--- config.mk ---
export PLATFORM = sky130hd
export DESIGN_NAME = gftq_cell
export DESIGN_NICKNAME = d
export VERILOG_FILES = /design/src/rtl/core/gftq_pkg.sv /design/src/rtl/core/gftq_cell.sv
export SDC_FILE = /design/constraint.sdc
export NUM_CORES = 1
export LEC_CHECK = 0
export ABC_AREA = 1
export BUFFER_PORTS_ARGS = -buffer_cell sky130_fd_sc_hd__buf_2
export CAP_MARGIN = 10
export CORE_UTILIZATION = 37
export CTS_BUF_LIST = sky130_fd_sc_hd__clkbuf_8
export CTS_CLUSTER_DIAMETER = 120
export DETAILED_ROUTE_END_ITERATION = 10
export GPL_TIMING_DRIVEN = 1
export PLACE_DENSITY = 0.74
export SLEW_MARGIN = 20
export SYNTH_ARGS = -nofsm -noshare
export SYNTH_HDL_FRONTEND = slang
export SYNTH_SLANG_ARGS = --single-unit
--- constraint.sdc ---
create_clock -name clk -period 5.2 [get_ports clk]
set_input_delay 1.04 -clock clk [delete_from_list [all_inputs] [get_ports clk]]
set_output_delay 1.04 -clock clk [all_outputs]
set_load 0.005 [all_outputs]
--- src/rtl/core/gftq_pkg.sv ---
`default_nettype none
package gftq_pkg;

  localparam int TEAMS       = 64;
  localparam int ELEMENT_IDS = 1024;
  localparam int CAPACITY    = 1024;

  localparam int ELEM_W = 10;
  localparam int TEAM_W = 6;
  localparam int POS_W  = $clog2(CAPACITY);
  localparam int CNT_W  = POS_W + 1;
  localparam int MADR_W = $clog2(ELEMENT_IDS);

  typedef logic [ELEM_W-1:0] elem_t;
  typedef logic [TEAM_W-1:0] team_t;
  typedef logic [POS_W-1:0]  pos_t;
  typedef logic [CNT_W-1:0]  cnt_t;
  typedef logic [MADR_W-1:0] madr_t;

  typedef enum logic [1:0] {
    CMD_ENQ    = 2'd0,
    CMD_DEQ    = 2'd1,
    CMD_ASSIGN = 2'd2,
    CMD_CLEAR  = 2'd3
  } cmd_t;

  typedef enum logic [1:0] {
    STAT_OK        = 2'd0,
    STAT_DEQ_EMPTY = 2'd1,
    STAT_ENQ_FULL  = 2'd2
  } status_t;

  typedef enum logic [1:0] {
    ST_CLEAR,
    ST_IDLE,
    ST_EXEC
  } state_t;

  typedef struct packed {
    elem_t element;
    team_t team;
  } entry_t;

  // Broadcast to every cell of the queue chain.
  typedef struct packed {
    logic   shift_out;
    logic   insert;
    pos_t   pos;
    entry_t ent;
  } cell_ctrl_t;

endpackage
`default_nettype wire

--- src/rtl/core/gftq_cell.sv ---
`default_nettype none
module gftq_cell import gftq_pkg::*; (
  input  logic       clk,
  input  cell_ctrl_t ctrl,
  input  team_t      key,
  input  cnt_t       fill,
  input  pos_t       idx,
  input  entry_t     prev_ent,
  input  entry_t     next_ent,
  output entry_t     ent,
  output logic       hit
);

  // Only cells below the fill level hold a queued entry.
  assign hit = (cnt_t'(idx) < fill) && (ent.team == key);

  // A dequeue moves every entry one place toward the head. An insert opens a
  // gap at the chosen position by moving the entries behind it one place back.
  always_ff @(posedge clk) begin
    if (ctrl.shift_out) begin
      ent <= next_ent;
    end else if (ctrl.insert) begin
      if (idx == ctrl.pos) begin
        ent <= ctrl.ent;
      end else if (idx > ctrl.pos) begin
        ent <= prev_ent;
      end
    end
  end

endmodule
`default_nettype wire

==> metrics list <==
- Setup repair after global routing missed its margin: no
- In this run, placement finished with an instance count of 395.
* Mapped Avg Cell Area: 6.84 um^2
- Synthesis produced 246 cells.
- Entering global routing, the biggest net connects 20 pins.
- Headroom to the max-slew limit came out at 59.2%.
- The post-route netlist has 32.6% of its cells at a drive strength greater than 1.
- Vias in the first global route: 1679
* Overall die height: 69.4 um
* Crit path max fanout: 2
- Of all cell types, the one taking the most synthesized area is sky130_fd_sc_hd__edfxtp_1.
- In this design, the stage delay of the slowest critical-path cell is 0.26 ns.
- Max-capacitance violation count: 0
- Once placement finished, the instance area stood at 0.00223 mm^2.
- Number of flip-flops in the largest register: 16
- STA puts the critical path data required time at 4.16 ns.
- After layout, the worst path uses 59.5% of the clock period.
* Total via count in the routed design: 1773
- By area the synthesized netlist is led by sky130_fd_sc_hd__edfxtp_1, sky130_fd_sc_hd__nand2_1, sky130_fd_sc_hd__inv_1.
- Along the worst hold path, the cell count comes to 3.
- Pin placement for this block handled 105 I/O pins.
- In this run the power density over the cells is 174 mW/mm^2.
- For this run, the post-layout net count is 455.
- In this run the static leakage power is 0.00146 uW.
- After synthesis, the netlist uses 18 different library cells.
- Yosys printed 0 warnings.
- The first detailed-routing pass took 6 iterations.
- In this run, post-CTS repair resized a total of 0 instances.
- Clock tree synthesis found a total of 16 sinks.
- Post-Syn Nets: 353
* Cells traversed along the worst timing path: buf_2 > ha_1 > inv_1 > nor2_1 > nand3_1 > nor2_1 > nand2_1 > nand3_1 > nor2_1 > buf_2
- Once the floorplan was initialized, standard cells occupied 38.6% of the core.
- Ant. Diodes: 0
- After clock tree synthesis, the clock-pin slew on the worst setup and hold paths is 0.06 ns.
- Total DRC errors in the routed layout: 0
* # H-tree levels: 1
- Most numerous cell types in the synthesized netlist: sky130_fd_sc_hd__nand2_1, sky130_fd_sc_hd__inv_1, sky130_fd_sc_hd__nand3_1
- GRT Total Usage: 18.2%
* Number of cells in the finished layout apart from fillers: 399
* Post-Synthesis Cell Area: 0.00168 mm^2
- The count of endpoints failing hold in the final timing report was 0.
- Among all flip-flop cells after synthesis, the most frequent one is sky130_fd_sc_hd__edfxtp_1.
- TritonCTS built the clock tree.
- Number of nets with antenna violations after routing: 0
- TritonCTS buffer count: 3
* Via density: 4.44
* CTS Hold Buffers Added: 0
* Kind of critical path: input pin to output port
- Setup violation total in the final timing report: 0
* Die footprint: 0.00482 mm^2
* Most common cell in the synthesized netlist: sky130_fd_sc_hd__nand2_1
- Register containing the most flip-flops in the final layout: ent
- The congestion estimate from routability-driven global placement came to 0.904.
* Maximum resistive drop on vdd: 0.0822 mV
- At the end of the flow the core is filled with cells to 52.2%.
- The initial antenna violation count was 0.
- Capturing element type of the critical path: output port
- Number of DRC violations after detailed-routing iteration 0: 47
- After routing the design area is 0.00227 mm^2.
- In the synthesized netlist the async set-or-reset flop fraction comes to 0%.
- STA classifies the critical path startpoint as an input pin.
* Gr ovfl total: 0
- WL/cell: 10.5 um
* Transition at the pin with the smallest max-transition slack: 0.611 ns
- Global-route wire length before repair: 7090 um
- The synthesized design contains 16 register bits.
- No sink is reached through more buffers than the 2 on the longest clock path.
* Port bufs: 104
* Postcts setup bufs: 0
- CP dominant cell by count: sky130_fd_sc_hd__nor2_1
- Final HPWL DP: 3580 um
- The flow ran to the end, and the final reports show no timing, DRC or antenna violations.
- Accumulated negative setup slack: 0 ns
- Final critical path time including I/O delays and setup: 3.09 ns
- Buffer type at the clock tree root: sky130_fd_sc_hd__clkbuf_8
* Arrival time at the worst endpoint: 2.05 ns
- In this run the worst hold path is classified as input pin to register.
- The area growth from synthesis to layout is 35.2%.
* Portion of synthesized cell area occupied by the leading cell type: 28.6%
- Overall die width: 69.4 um
- Static timing analysis puts the maximum clock frequency at 323 MHz.
- Final number of max-transition violations: 0
- Core ar.: 0.00435 mm^2
- After floorplanning, the core was divided into 24 placement rows.
- Sequential elements use 28.6% of the synthesized area.
- The largest registers in the layout are ent x16.
* Worst path slowest cell: sky130_fd_sc_hd__ha_1
- Summed over all layers, the routed wires come to 4190 um.
* EDFF count, synth: 16
## layout make-up
type	count	area, um^2
timing repair buffer	104	520
inverter	66	248
clock inverter	1	3.75
sequential	16	480
tap	52	65.1
fill	449	2080
clock buffer	3	41.3
multi-input combinational	157	915
## stage by stage
step / total power (uW) / setup slack, ns / hold slack, ns
finish: 395 / 2.11 / 1.07
global route: 425 / 1.96 / 1.08
CTS: 400 / 2.10 / 1.06
detailed placement: 310 / 2.10 / 1.32
global placement: 305 / 2.14 / 1.31
floorplan: 246 / 2.35 / 1.22
## worst max-delay path: cells and delay by family
family	cells	cell delay, ns
AND/OR/NAND/NOR	6	0.50
buffers and inverters	3	0.26
adder cells (fa/ha/maj)	1	0.26
## final timing paths
path / startpoint / end / slack, ns
worst min-delay path: next_ent[1] / ent[1] / 1.07
worst max-delay path: idx[9] / hit / 2.11
## kinds of logic after synthesis
| kind of cell | count (synthesis) | synth area share [%] |
|---|---|---|
| DFF | 16 | 28.6 |
| xor gates and xnor gates | 4 | 2.08 |
| and+or+nand+nor | 127 | 35.8 |
| adders and majority gates | 19 | 14.1 |
| buffers and inverters | 73 | 17.0 |
| AOI/OAI and AO/OA | 7 | 2.38 |
## placed cells by master (no fill, tap or decap)
master	instances
sky130_fd_sc_hd__clkbuf_8	3
sky130_fd_sc_hd__nor2_1	11
sky130_fd_sc_hd__nand3_1	24
sky130_fd_sc_hd__nor2_8	2
sky130_fd_sc_hd__edfxtp_1	16
sky130_fd_sc_hd__nand4_1	16
sky130_fd_sc_hd__clkinv_1	3
sky130_fd_sc_hd__ha_1	19
sky130_fd_sc_hd__inv_1	64
sky130_fd_sc_hd__nor3_1	1
sky130_fd_sc_hd__xor2_1	4
sky130_fd_sc_hd__nand2_1	69
sky130_fd_sc_hd__buf_2	104
sky130_fd_sc_hd__a21oi_1	5
sky130_fd_sc_hd__a21o_1	2
sky130_fd_sc_hd__nand3_4	1
sky130_fd_sc_hd__nand2_2	3
## routing by layer
| metal | track usage (%) | vias up | wire (um) |
|---|---|---|---|
| met5 | 0 | - | 0 |
| met4 | 6.12 | 0 | 59 |
| met3 | 1.60 | 6 | 149 |
| met2 | 32.6 | 43 | 2150 |
| met1 | 22.9 | 753 | 1830 |
| li1 | - | 971 | - |
## report_power, final
part	total [uW]	leakage (uW)	switching, uW	internal [uW]
Clock	89.1	0.0000231	36.9	52.2
Sequential	170	0.000160	7.07	163
Combinational	136	0.00128	72.7	63.4
No activity file was read; power rests on OpenSTA's default activity.
