File: src/rtl/core/gftq_pkg.sv
`default_nettype none
package gftq_pkg;

  localparam int TEAMS       = 64;
  localparam int ELEMENT_IDS = 1024;
  localparam int CAPACITY    = 1024;

  localparam int ELEM_W = 10;
  localparam int TEAM_W = 6;
  localparam int POS_W  = $clog2(CAPACITY);
  localparam int CNT_W  = POS_W + 1;
  localparam int MADR_W = $clog2(ELEMENT_IDS);

  typedef logic [ELEM_W-1:0] elem_t;
  typedef logic [TEAM_W-1:0] team_t;
  typedef logic [POS_W-1:0]  pos_t;
  typedef logic [CNT_W-1:0]  cnt_t;
  typedef logic [MADR_W-1:0] madr_t;

  typedef enum logic [1:0] {
    CMD_ENQ    = 2'd0,
    CMD_DEQ    = 2'd1,
    CMD_ASSIGN = 2'd2,
    CMD_CLEAR  = 2'd3
  } cmd_t;

  typedef enum logic [1:0] {
    STAT_OK        = 2'd0,
    STAT_DEQ_EMPTY = 2'd1,
    STAT_ENQ_FULL  = 2'd2
  } status_t;

  typedef enum logic [1:0] {
    ST_CLEAR,
    ST_IDLE,
    ST_EXEC
  } state_t;

  typedef struct packed {
    elem_t element;
    team_t team;
  } entry_t;

  // Broadcast to every cell of the queue chain.
  typedef struct packed {
    logic   shift_out;
    logic   insert;
    pos_t   pos;
    entry_t ent;
  } cell_ctrl_t;

endpackage
`default_nettype wire

File: src/rtl/core/gftq_team_tbl.sv
`default_nettype none
module gftq_team_tbl import gftq_pkg::*; (
  input  logic [CAPACITY-1:0] hit,
  output logic                found,
  output pos_t                run_end
);

  logic [CAPACITY-1:0] last;

  // Runs are contiguous, so at most one cell holds the last member of a team.
  assign last  = hit & ~(hit >> 1);
  assign found = |hit;

  always_comb begin
    run_end = '0;
    for (int j = 0; j < CAPACITY; j++) begin
      if (last[j]) run_end = run_end | pos_t'(j);
    end
  end

endmodule
`default_nettype wire

File: config.mk
export PLATFORM = sky130hd
export DESIGN_NAME = gftq_team_tbl
export DESIGN_NICKNAME = d
export VERILOG_FILES = /design/src/rtl/core/gftq_pkg.sv /design/src/rtl/core/gftq_team_tbl.sv
export SDC_FILE = /design/constraint.sdc
export NUM_CORES = 1
export LEC_CHECK = 0
export BUFFER_PORTS_ARGS = -buffer_cell sky130_fd_sc_hd__buf_2
export CAP_MARGIN = 10
export CORE_AREA = 2 2 408 410
export DETAILED_ROUTE_END_ITERATION = 6
export DIE_AREA = 0 0 410 412
export PLACE_DENSITY = 0.34
export SETUP_SLACK_MARGIN = 0.02
export SYNTH_ARGS = -nofsm -noshare
export SYNTH_HDL_FRONTEND = slang
export SYNTH_SLANG_ARGS = --single-unit
export TNS_END_PERCENT = 20
File: constraint.sdc
create_clock -name vclk -period 3.1
set_input_delay 0.155 -clock vclk [all_inputs]
set_output_delay 0.155 -clock vclk [all_outputs]
set_load 0.05 [all_outputs]
==> metrics.md, run 1 <==
| Metric | Value |
|---|---|
| Number of clock buffers in the layout | 0 |
| Final instance area | 33670 sq um |
| Number of unique standard cell types used by synthesis | 64 |
| Logic pwr share | 100.0% |
| Most common library cell in the layout ignoring fill and taps | sky130_fd_sc_hd__buf_4 |
| Drt pass-1 iters | 6 |
| Post-synthesis instance area | 14150 sq um |
| Static leakage power | 15.88 nW |
| Detailed placer's ending HPWL | 283.2 mm |
| Time the worst path needs with I/O delays and setup | 3.421 ns |
| Final weighted congestion in routability-driven placement | 1.024 |
| Hold path startpoint | hit[502] |
| Clock power frac | 0% |
| Effective utilization at floorplan | 8.614% |
| Endpoint type of the worst setup path | primary output |
| Count of vias placed by the detailed router | 33068 |
| Most frequent cells in the layout | sky130_fd_sc_hd__buf_4, sky130_fd_sc_hd__buf_2, sky130_fd_sc_hd__nor2b_1 |
| Core Area | 164200 sq um |
| Wire length of the first global-routing pass | 366.3 mm |
| Overall overflow remaining after global route | 0 |
| Area grow syn2layout | 138.0% |
| Area after detailed placement | 32330 sq um |
| Yosys warnings | 0 |
| Remaining routing DRC violations | 0 |
| Max-slew violation count | 0 |
| Setup repair after global routing missed its margin | true |
| Die area | 168900 sq um |
| Detailed router's first-iteration violation count | 2946 |
| CP max FO | 2 |
| Hold violation count in the final report | 0 |
| Sequential Area | 0 sq um |
| Share of total power consumed by net switching | 60.99% |
| Total length of routed wires | 298.1 mm |
| Worst vdd ir | 0.08210 mV |
| I/O pin cnt | 1035 |
| Path class of the lowest-slack min-delay path | input port to primary output |
| Mean cell area of the mapped netlist | 5.875 sq um |
| Die boundary height | 412 um |
| Final total negative setup slack | -1.456 ns |
| Worst slack on hold paths | 0.9543 ns |
| Measured slew at the worst slew-check pin | 1.287 ns |
| Minimum setup slack in the final design | -0.3207 ns |
| Crit path launch | hit[618] |
| Highest clock rate | 292.3 MHz |
| Arrival time reported for the critical path endpoint | 3.27 ns |
| Result of the run | finished with violations |
| Violated checks | negative setup slack |
| Horizontal die dimension | 410 um |
| Routed wire per std cell | 42.43 um |
| Share of post-route cells with drive strength above 1 | 53.42% |
| Number of cells produced by synthesis | 2408 |
| Via count of the first global-routing pass | 33350 |
| Switching component of the power | 3.564 mW |
| # Max-Cap Violations | 0 |
| Relative slew margins | 13.40% |
| Endpoints failing setup | 11 |
| DRT antenna net count | 0 |
| Placement row count | 149 |
| Core Util, Final | 20.50% |
| Final #Nets | 5813 |
| Net Count, Synth | 3432 |
| Post-route fraction of the period consumed by the critical path | 110.3% |
| Startpoint types | input port |
| Cell area power density | 173.6 nW/um^2 |
| Critical path start-end classification | input port to primary output |
| Register share of total power | 0% |
| Proportion of synthesized chip area in sequential cells | 0% |
| Global-route usage over all layers | 33.63% |
| Largest net degree at the start of global routing | 8 |
| Data required, critical path | 2.94 ns |
| Vias per cell | 4.707 |
| Number of buffers inserted by hold repair at cts | 0 |
| Initial antenna violation count | 192 |
| Power Internal | 2.280 mW |
| Number of buffer cells added on primary ports | 1035 |
| Number of sequential cells in the layout | 0 |
[what timing repair did]
item	4_1_cts	5_1_grt
pin swaps	19	28
endpoints found under the setup margin	11	11
resized for setup	154	109
endpoints found under the hold margin	0	0
buffers inserted	8	2
[worst paths after layout]
kind          to  slack (ns)  cells past startpoint
min        found        0.95                      6
max   run_end[9]       -0.32                     11
[critical path, stage by stage]
cell	delay (ns)
sky130_fd_sc_hd__buf_2	0.10
sky130_fd_sc_hd__nand2b_1	0.20
sky130_fd_sc_hd__o2111ai_1	0.43
sky130_fd_sc_hd__or3_1	0.60
sky130_fd_sc_hd__nor4_2	0.41
sky130_fd_sc_hd__buf_4	0.17
sky130_fd_sc_hd__and4_1	0.32
sky130_fd_sc_hd__buf_4	0.18
sky130_fd_sc_hd__nand4_1	0.28
sky130_fd_sc_hd__buf_4	0.26
sky130_fd_sc_hd__buf_8	0.14
[Yosys cell counts, types with 26 or more instances]
cell type / instances / area [sq um]
sky130_fd_sc_hd__or4_1: 46 / 345.3
sky130_fd_sc_hd__nand4_1: 164 / 1026
sky130_fd_sc_hd__o21ai_0: 67 / 335.3
sky130_fd_sc_hd__a2111oi_0: 73 / 639.4
sky130_fd_sc_hd__nand3_1: 72 / 360.4
sky130_fd_sc_hd__nor2_1: 76 / 285.3
sky130_fd_sc_hd__nand2b_1: 151 / 944.7
sky130_fd_sc_hd__nor2b_1: 440 / 2753
sky130_fd_sc_hd__nand2_1: 94 / 352.8
sky130_fd_sc_hd__o2111ai_1: 40 / 350.3
sky130_fd_sc_hd__a21oi_1: 162 / 810.8
sky130_fd_sc_hd__nor3_1: 64 / 320.3
sky130_fd_sc_hd__a31oi_1: 26 / 162.7
sky130_fd_sc_hd__inv_1: 334 / 1254
sky130_fd_sc_hd__nor4_1: 383 / 2396
[power groups by stage]
stage                     combinational, mW  sequential [mW]  clock [mW]
after CTS                              5.66                0           0
after global placement                 5.57                0           0
after detailed placement               5.54                0           0
final                                  5.84                0  0.00000169
after global routing                   5.91                0  0.00000109
after floorplan                        1.04                0           0
[final cells by class]
class / count / area [sq um]
fill: 19342 / 130600
tap: 2189 / 2739
multi-input combinational: 2074 / 13990
antenna: 49 / 122.6
inverter: 334 / 1254
timing repair buffer: 2379 / 15560
[through the flow]
stage | std cells | setup slack [ns] | power (mW)
2_1_floorplan | 2408 | 0.08430 | 1.040
3_3_place_gp | 6968 | -1.825 | 5.568
3_5_place_dp | 6970 | -1.287 | 5.536
4_1_cts | 6976 | -0.2910 | 5.656
5_1_grt | 7001 | -0.2914 | 5.908
6_report | 7025 | -0.3207 | 5.844
[metal layers]
| layer | vias up | wire (um) | track usage [%] |
|---|---|---|---|
| met5 | - | 604 | 0 |
| met4 | 102 | 15360 | 12.90 |
| met3 | 577 | 16450 | 4.902 |
| met2 | 1848 | 144500 | 59.68 |
| met1 | 16447 | 121200 | 40.63 |
| li1 | 14094 | - | - |
[cells by family after synthesis]
kind of cell / synth area share (%)
AOI/OAI and AO/OA: 21.46
buffers and inverters: 8.862
and+or+nand+nor: 68.98
muxes: 0.7076
Note: power is estimated with default switching activity, not from simulation.
==> inputs of run 2 (changes only) <==
--- a/config.mk
+++ b/config.mk
@@ -5,12 +5,13 @@
 export SDC_FILE = /design/constraint.sdc
 export NUM_CORES = 1
 export LEC_CHECK = 0
+export ABC_AREA = 1
 export BUFFER_PORTS_ARGS = -buffer_cell sky130_fd_sc_hd__buf_2
 export CAP_MARGIN = 10
-export CORE_AREA = 2 2 408 410
+export CORE_AREA = 2 2 400 402
 export DETAILED_ROUTE_END_ITERATION = 6
-export DIE_AREA = 0 0 410 412
-export PLACE_DENSITY = 0.34
+export DIE_AREA = 0 0 402 404
+export PLACE_DENSITY = 0.4
 export SETUP_SLACK_MARGIN = 0.02
 export SYNTH_ARGS = -nofsm -noshare
 export SYNTH_HDL_FRONTEND = slang
==> constraint.sdc (replaced) <==
create_clock -name vclk -period 3.65
set_input_delay 0.1825 -clock vclk [all_inputs]
set_output_delay 0.1825 -clock vclk [all_outputs]
set_load 0.05 [all_outputs]
==> run 2 against run 1 <==
Against the previous run:
- the run now ends clean
- total power is 39% lower
- setup slack better by 0.81 ns
- first-iteration DRC count increased by 22%
- die area down 3.9%
- global-route usage fell by 6.6 points
- synthesized cell count is 130% higher
- critical path type unchanged
- critical endpoint is now found
- largest cell class is now multi-input gates
- largest power group unchanged
==> metrics.md, run 2 <==
| Metric | Value |
|---|---|
| Result of the run | finished, final reports clean |
| Max-slew violation count | 0 (unchanged) |
| Number of sequential cells in the layout | 0 (unchanged) |
| Most frequent cells in the layout | sky130_fd_sc_hd__nand2_1, sky130_fd_sc_hd__nor2_1, sky130_fd_sc_hd__buf_2 |
| Multiplexer share of the synthesized area | 0% (-0.71 points) |
| Most common cell in the synthesized netlist | sky130_fd_sc_hd__nand2_1 |
| Number of unique standard cell types used by synthesis | 14 (-78%) |
| Final #Nets | 7612 (+31%) |
| Via count of the first global-routing pass | 36002 (+8.0%) |
| Cell type with the highest aggregate area in the netlist | sky130_fd_sc_hd__nand2_1 |
| Core Area | 157800 sq um (-3.9%) |
| Number of buffer cells added on primary ports | 1035 (unchanged) |
| Endpoints failing setup | 0 (-11) |
| Total length of routed wires | 231.0 mm (-23%) |
| Share of post-route cells with drive strength above 1 | 17.75% (-36 points) |
| Area after detailed placement | 29690 sq um (-8.2%) |
| Buffers inserted during post-CTS setup optimization | 0 (-8) |
| Post-Synth XOR/XNOR Area | 0% (unchanged) |
| Startpoint types | input port |
| DRT antenna net count | 0 (unchanged) |
| Routed wire per std cell | 26.49 um (-38%) |
| Relative slew margins | 30.72% (+17 points) |
| Critical path start-end classification | input port to primary output |
| Total power draw | 3.581 mW (-39%) |
| Net Count, Synth | 6548 (+91%) |
| Yosys warnings | 0 (unchanged) |
| Arrival time reported for the critical path endpoint | 2.98 ns (-0.29 ns) |
| Detailed placer's ending HPWL | 218.5 mm (-23%) |
| # Max-Cap Violations | 0 (unchanged) |
| Simple-gate share of the synthesized area | 77.92% (+8.9 points) |
| Most common library cell in the layout ignoring fill and taps | sky130_fd_sc_hd__nand2_1 |
| Setup repair after global routing missed its margin | false |
| Number of cells produced by synthesis | 5524 (+130%) |
| Wire length of the first global-routing pass | 300.4 mm (-18%) |
| Mean cell area of the mapped netlist | 3.931 sq um (-33%) |
| Effective utilization at floorplan | 13.76% (+5.1 points) |
| Final instance area | 29840 sq um (-11%) |
| Path class of the lowest-slack min-delay path | input port to primary output |
| Final total negative setup slack | 0 ns (+1.456 ns) |
| Main combinational cell family by area after synthesis | simple AND/OR/NAND/NOR gates |
| Initial antenna violation count | 179 (-6.8%) |
| Time the worst path needs with I/O delays and setup | 3.160 ns |
| Number of clock buffers in the layout | 0 (unchanged) |
| Leading cell types by total area after synthesis | sky130_fd_sc_hd__nand2_1, sky130_fd_sc_hd__nor2_1, sky130_fd_sc_hd__inv_1 |
| Die boundary height | 404 um (-1.9%) |
| Final weighted congestion in routability-driven placement | 1.033 (+0.89%) |
| I/O pin cnt | 1035 (unchanged) |
| Post-route fraction of the period consumed by the critical path | 86.57% |
| Vias per cell | 4.357 (-7.4%) |
| Largest net degree at the start of global routing | 9 (+1) |
| Proportion of synthesized chip area in sequential cells | 0% (unchanged) |
| Global-route usage over all layers | 27.01% (-6.6 points) |
| Area share of the leading cell type in the synthesized netlist | 42.54% (+23 points) |
| Placement row count | 146 (-2.0%) |
| Post-synthesis instance area | 21710 sq um (+53%) |
| Overall overflow remaining after global route | 0 (unchanged) |
| Sequential Area | 0 sq um (unchanged) |
| Measured slew at the worst slew-check pin | 1.035 ns (-0.2517 ns) |
| Horizontal die dimension | 402 um (-2.0%) |
| Crit path launch | hit[976] |
| Data required, critical path | 3.47 ns (+0.53 ns) |
| Static leakage power | 18.27 nW (+15%) |
| Most common library cells after synthesis | sky130_fd_sc_hd__nand2_1, sky130_fd_sc_hd__nor2_1, sky130_fd_sc_hd__inv_1 |
| Core Util, Final | 18.91% (-1.6 points) |
| Die area | 162400 sq um (-3.9%) |
| Cell area power density | 120.0 nW/um^2 (-31%) |
| Hold violation count in the final report | 0 (unchanged) |
| Drt pass-1 iters | 5 (-1) |
| Worst vdd ir | 0.04049 mV (-51%) |
| Endpoint type of the worst setup path | primary output |
| End point of the critical path | found |
| Area grow syn2layout | 37.44% |
| CP max FO | 5 (+3) |
| Adder and majority gate portion of the synthesized area | 0% (unchanged) |
| Remaining routing DRC violations | 0 (unchanged) |
| Count of vias placed by the detailed router | 37989 (+15%) |
| Count of filler cells inserted in the layout | 19661 (+1.6%) |
| Compound-cell area share of the yosys netlist | 5.053% (-16 points) |
| Highest clock rate | 316.5 MHz |
| Detailed router's first-iteration violation count | 3580 (+22%) |
run 2: cell types whose count changed in the layout (fill, tap and decap cells not counted), sizes merged, moves of 151 or more:
cell / delta
a21oi: -162
nor2b: -442
buf: -1314
inv: +649
nand2b: -151
nor4: -384
nor2: +1448
nand2: +2389
nand3: +185
run 2: worst min path at each step:
stage | start | endpoint | cells past startpoint
6_report | hit[979] | run_end[9] | 10
5_1_grt | hit[979] | run_end[9] | 10
4_1_cts | hit[979] | run_end[9] | 10
3_5_place_dp | hit[979] | run_end[9] | 10
3_3_place_gp | hit[231] | run_end[6] | 10
2_1_floorplan | hit[978] | run_end[9] | 8
run 2: cell type report:
cell class | instances | area [sq um] | share of cell area [%]
Antenna cell | 61 | 152.6 | 0.5115
Inverter | 985 | 3697 | 12.39
Multi-Input combinational cell | 4539 | 18020 | 60.38
Tap cell | 2072 | 2592 | 8.687
Timing Repair Buffer | 1062 | 5383 | 18.04
run 2: metal layers:
metal	wire, um	vias to the layer above	track usage [%]
met3	16820	354	4.849
met5	512	-	0
met2	104200	1637	44.73
met4	6476	80	6.213
met1	103000	17449	36.16
li1	-	18469	-
run 2: through the flow:
step	hold WS [ns]	setup slack (ns)	instances
after floorplan	0.9590	2.241	5524
after CTS	1.275	0.1320	8658
final	1.288	0.4902	8719
after global routing	1.368	0.1573	8695
after detailed placement	1.272	0.1369	8658
after global placement	1.305	0.07748	8658
run 2: logic make-up after synthesis:
logic type / count (synthesis)
and+or+nand+nor: 4340
buffers and inverters: 985
AOI/OAI and AO/OA: 199
run 2: worst max-delay path: stages:
cell and delay, ns:
sky130_fd_sc_hd__buf_2 0.19, sky130_fd_sc_hd__nor2_1 0.27, sky130_fd_sc_hd__buf_4 0.22, sky130_fd_sc_hd__nand2_1 0.07
sky130_fd_sc_hd__nor2_2 0.30, sky130_fd_sc_hd__nand2_1 0.13, sky130_fd_sc_hd__nor2_1 0.26, sky130_fd_sc_hd__nand2_1 0.10
sky130_fd_sc_hd__nor2_1 0.14, sky130_fd_sc_hd__nand2_1 0.17, sky130_fd_sc_hd__nor2_1 0.15, sky130_fd_sc_hd__nand2_1 0.40
sky130_fd_sc_hd__buf_2 0.38
run 2: power by group:
part           internal (mW)  switching, mW  leakage [nW]
combinational           1.05           2.53          18.3
clock             0.00000179              0      0.000380
sequential                 0              0             0
total                   1.05           2.53          18.3
run 2: repair_timing:
action	CTS	global route
endpoints found under the setup margin	0	1
resized for setup	0	1
hold buffers	0	0
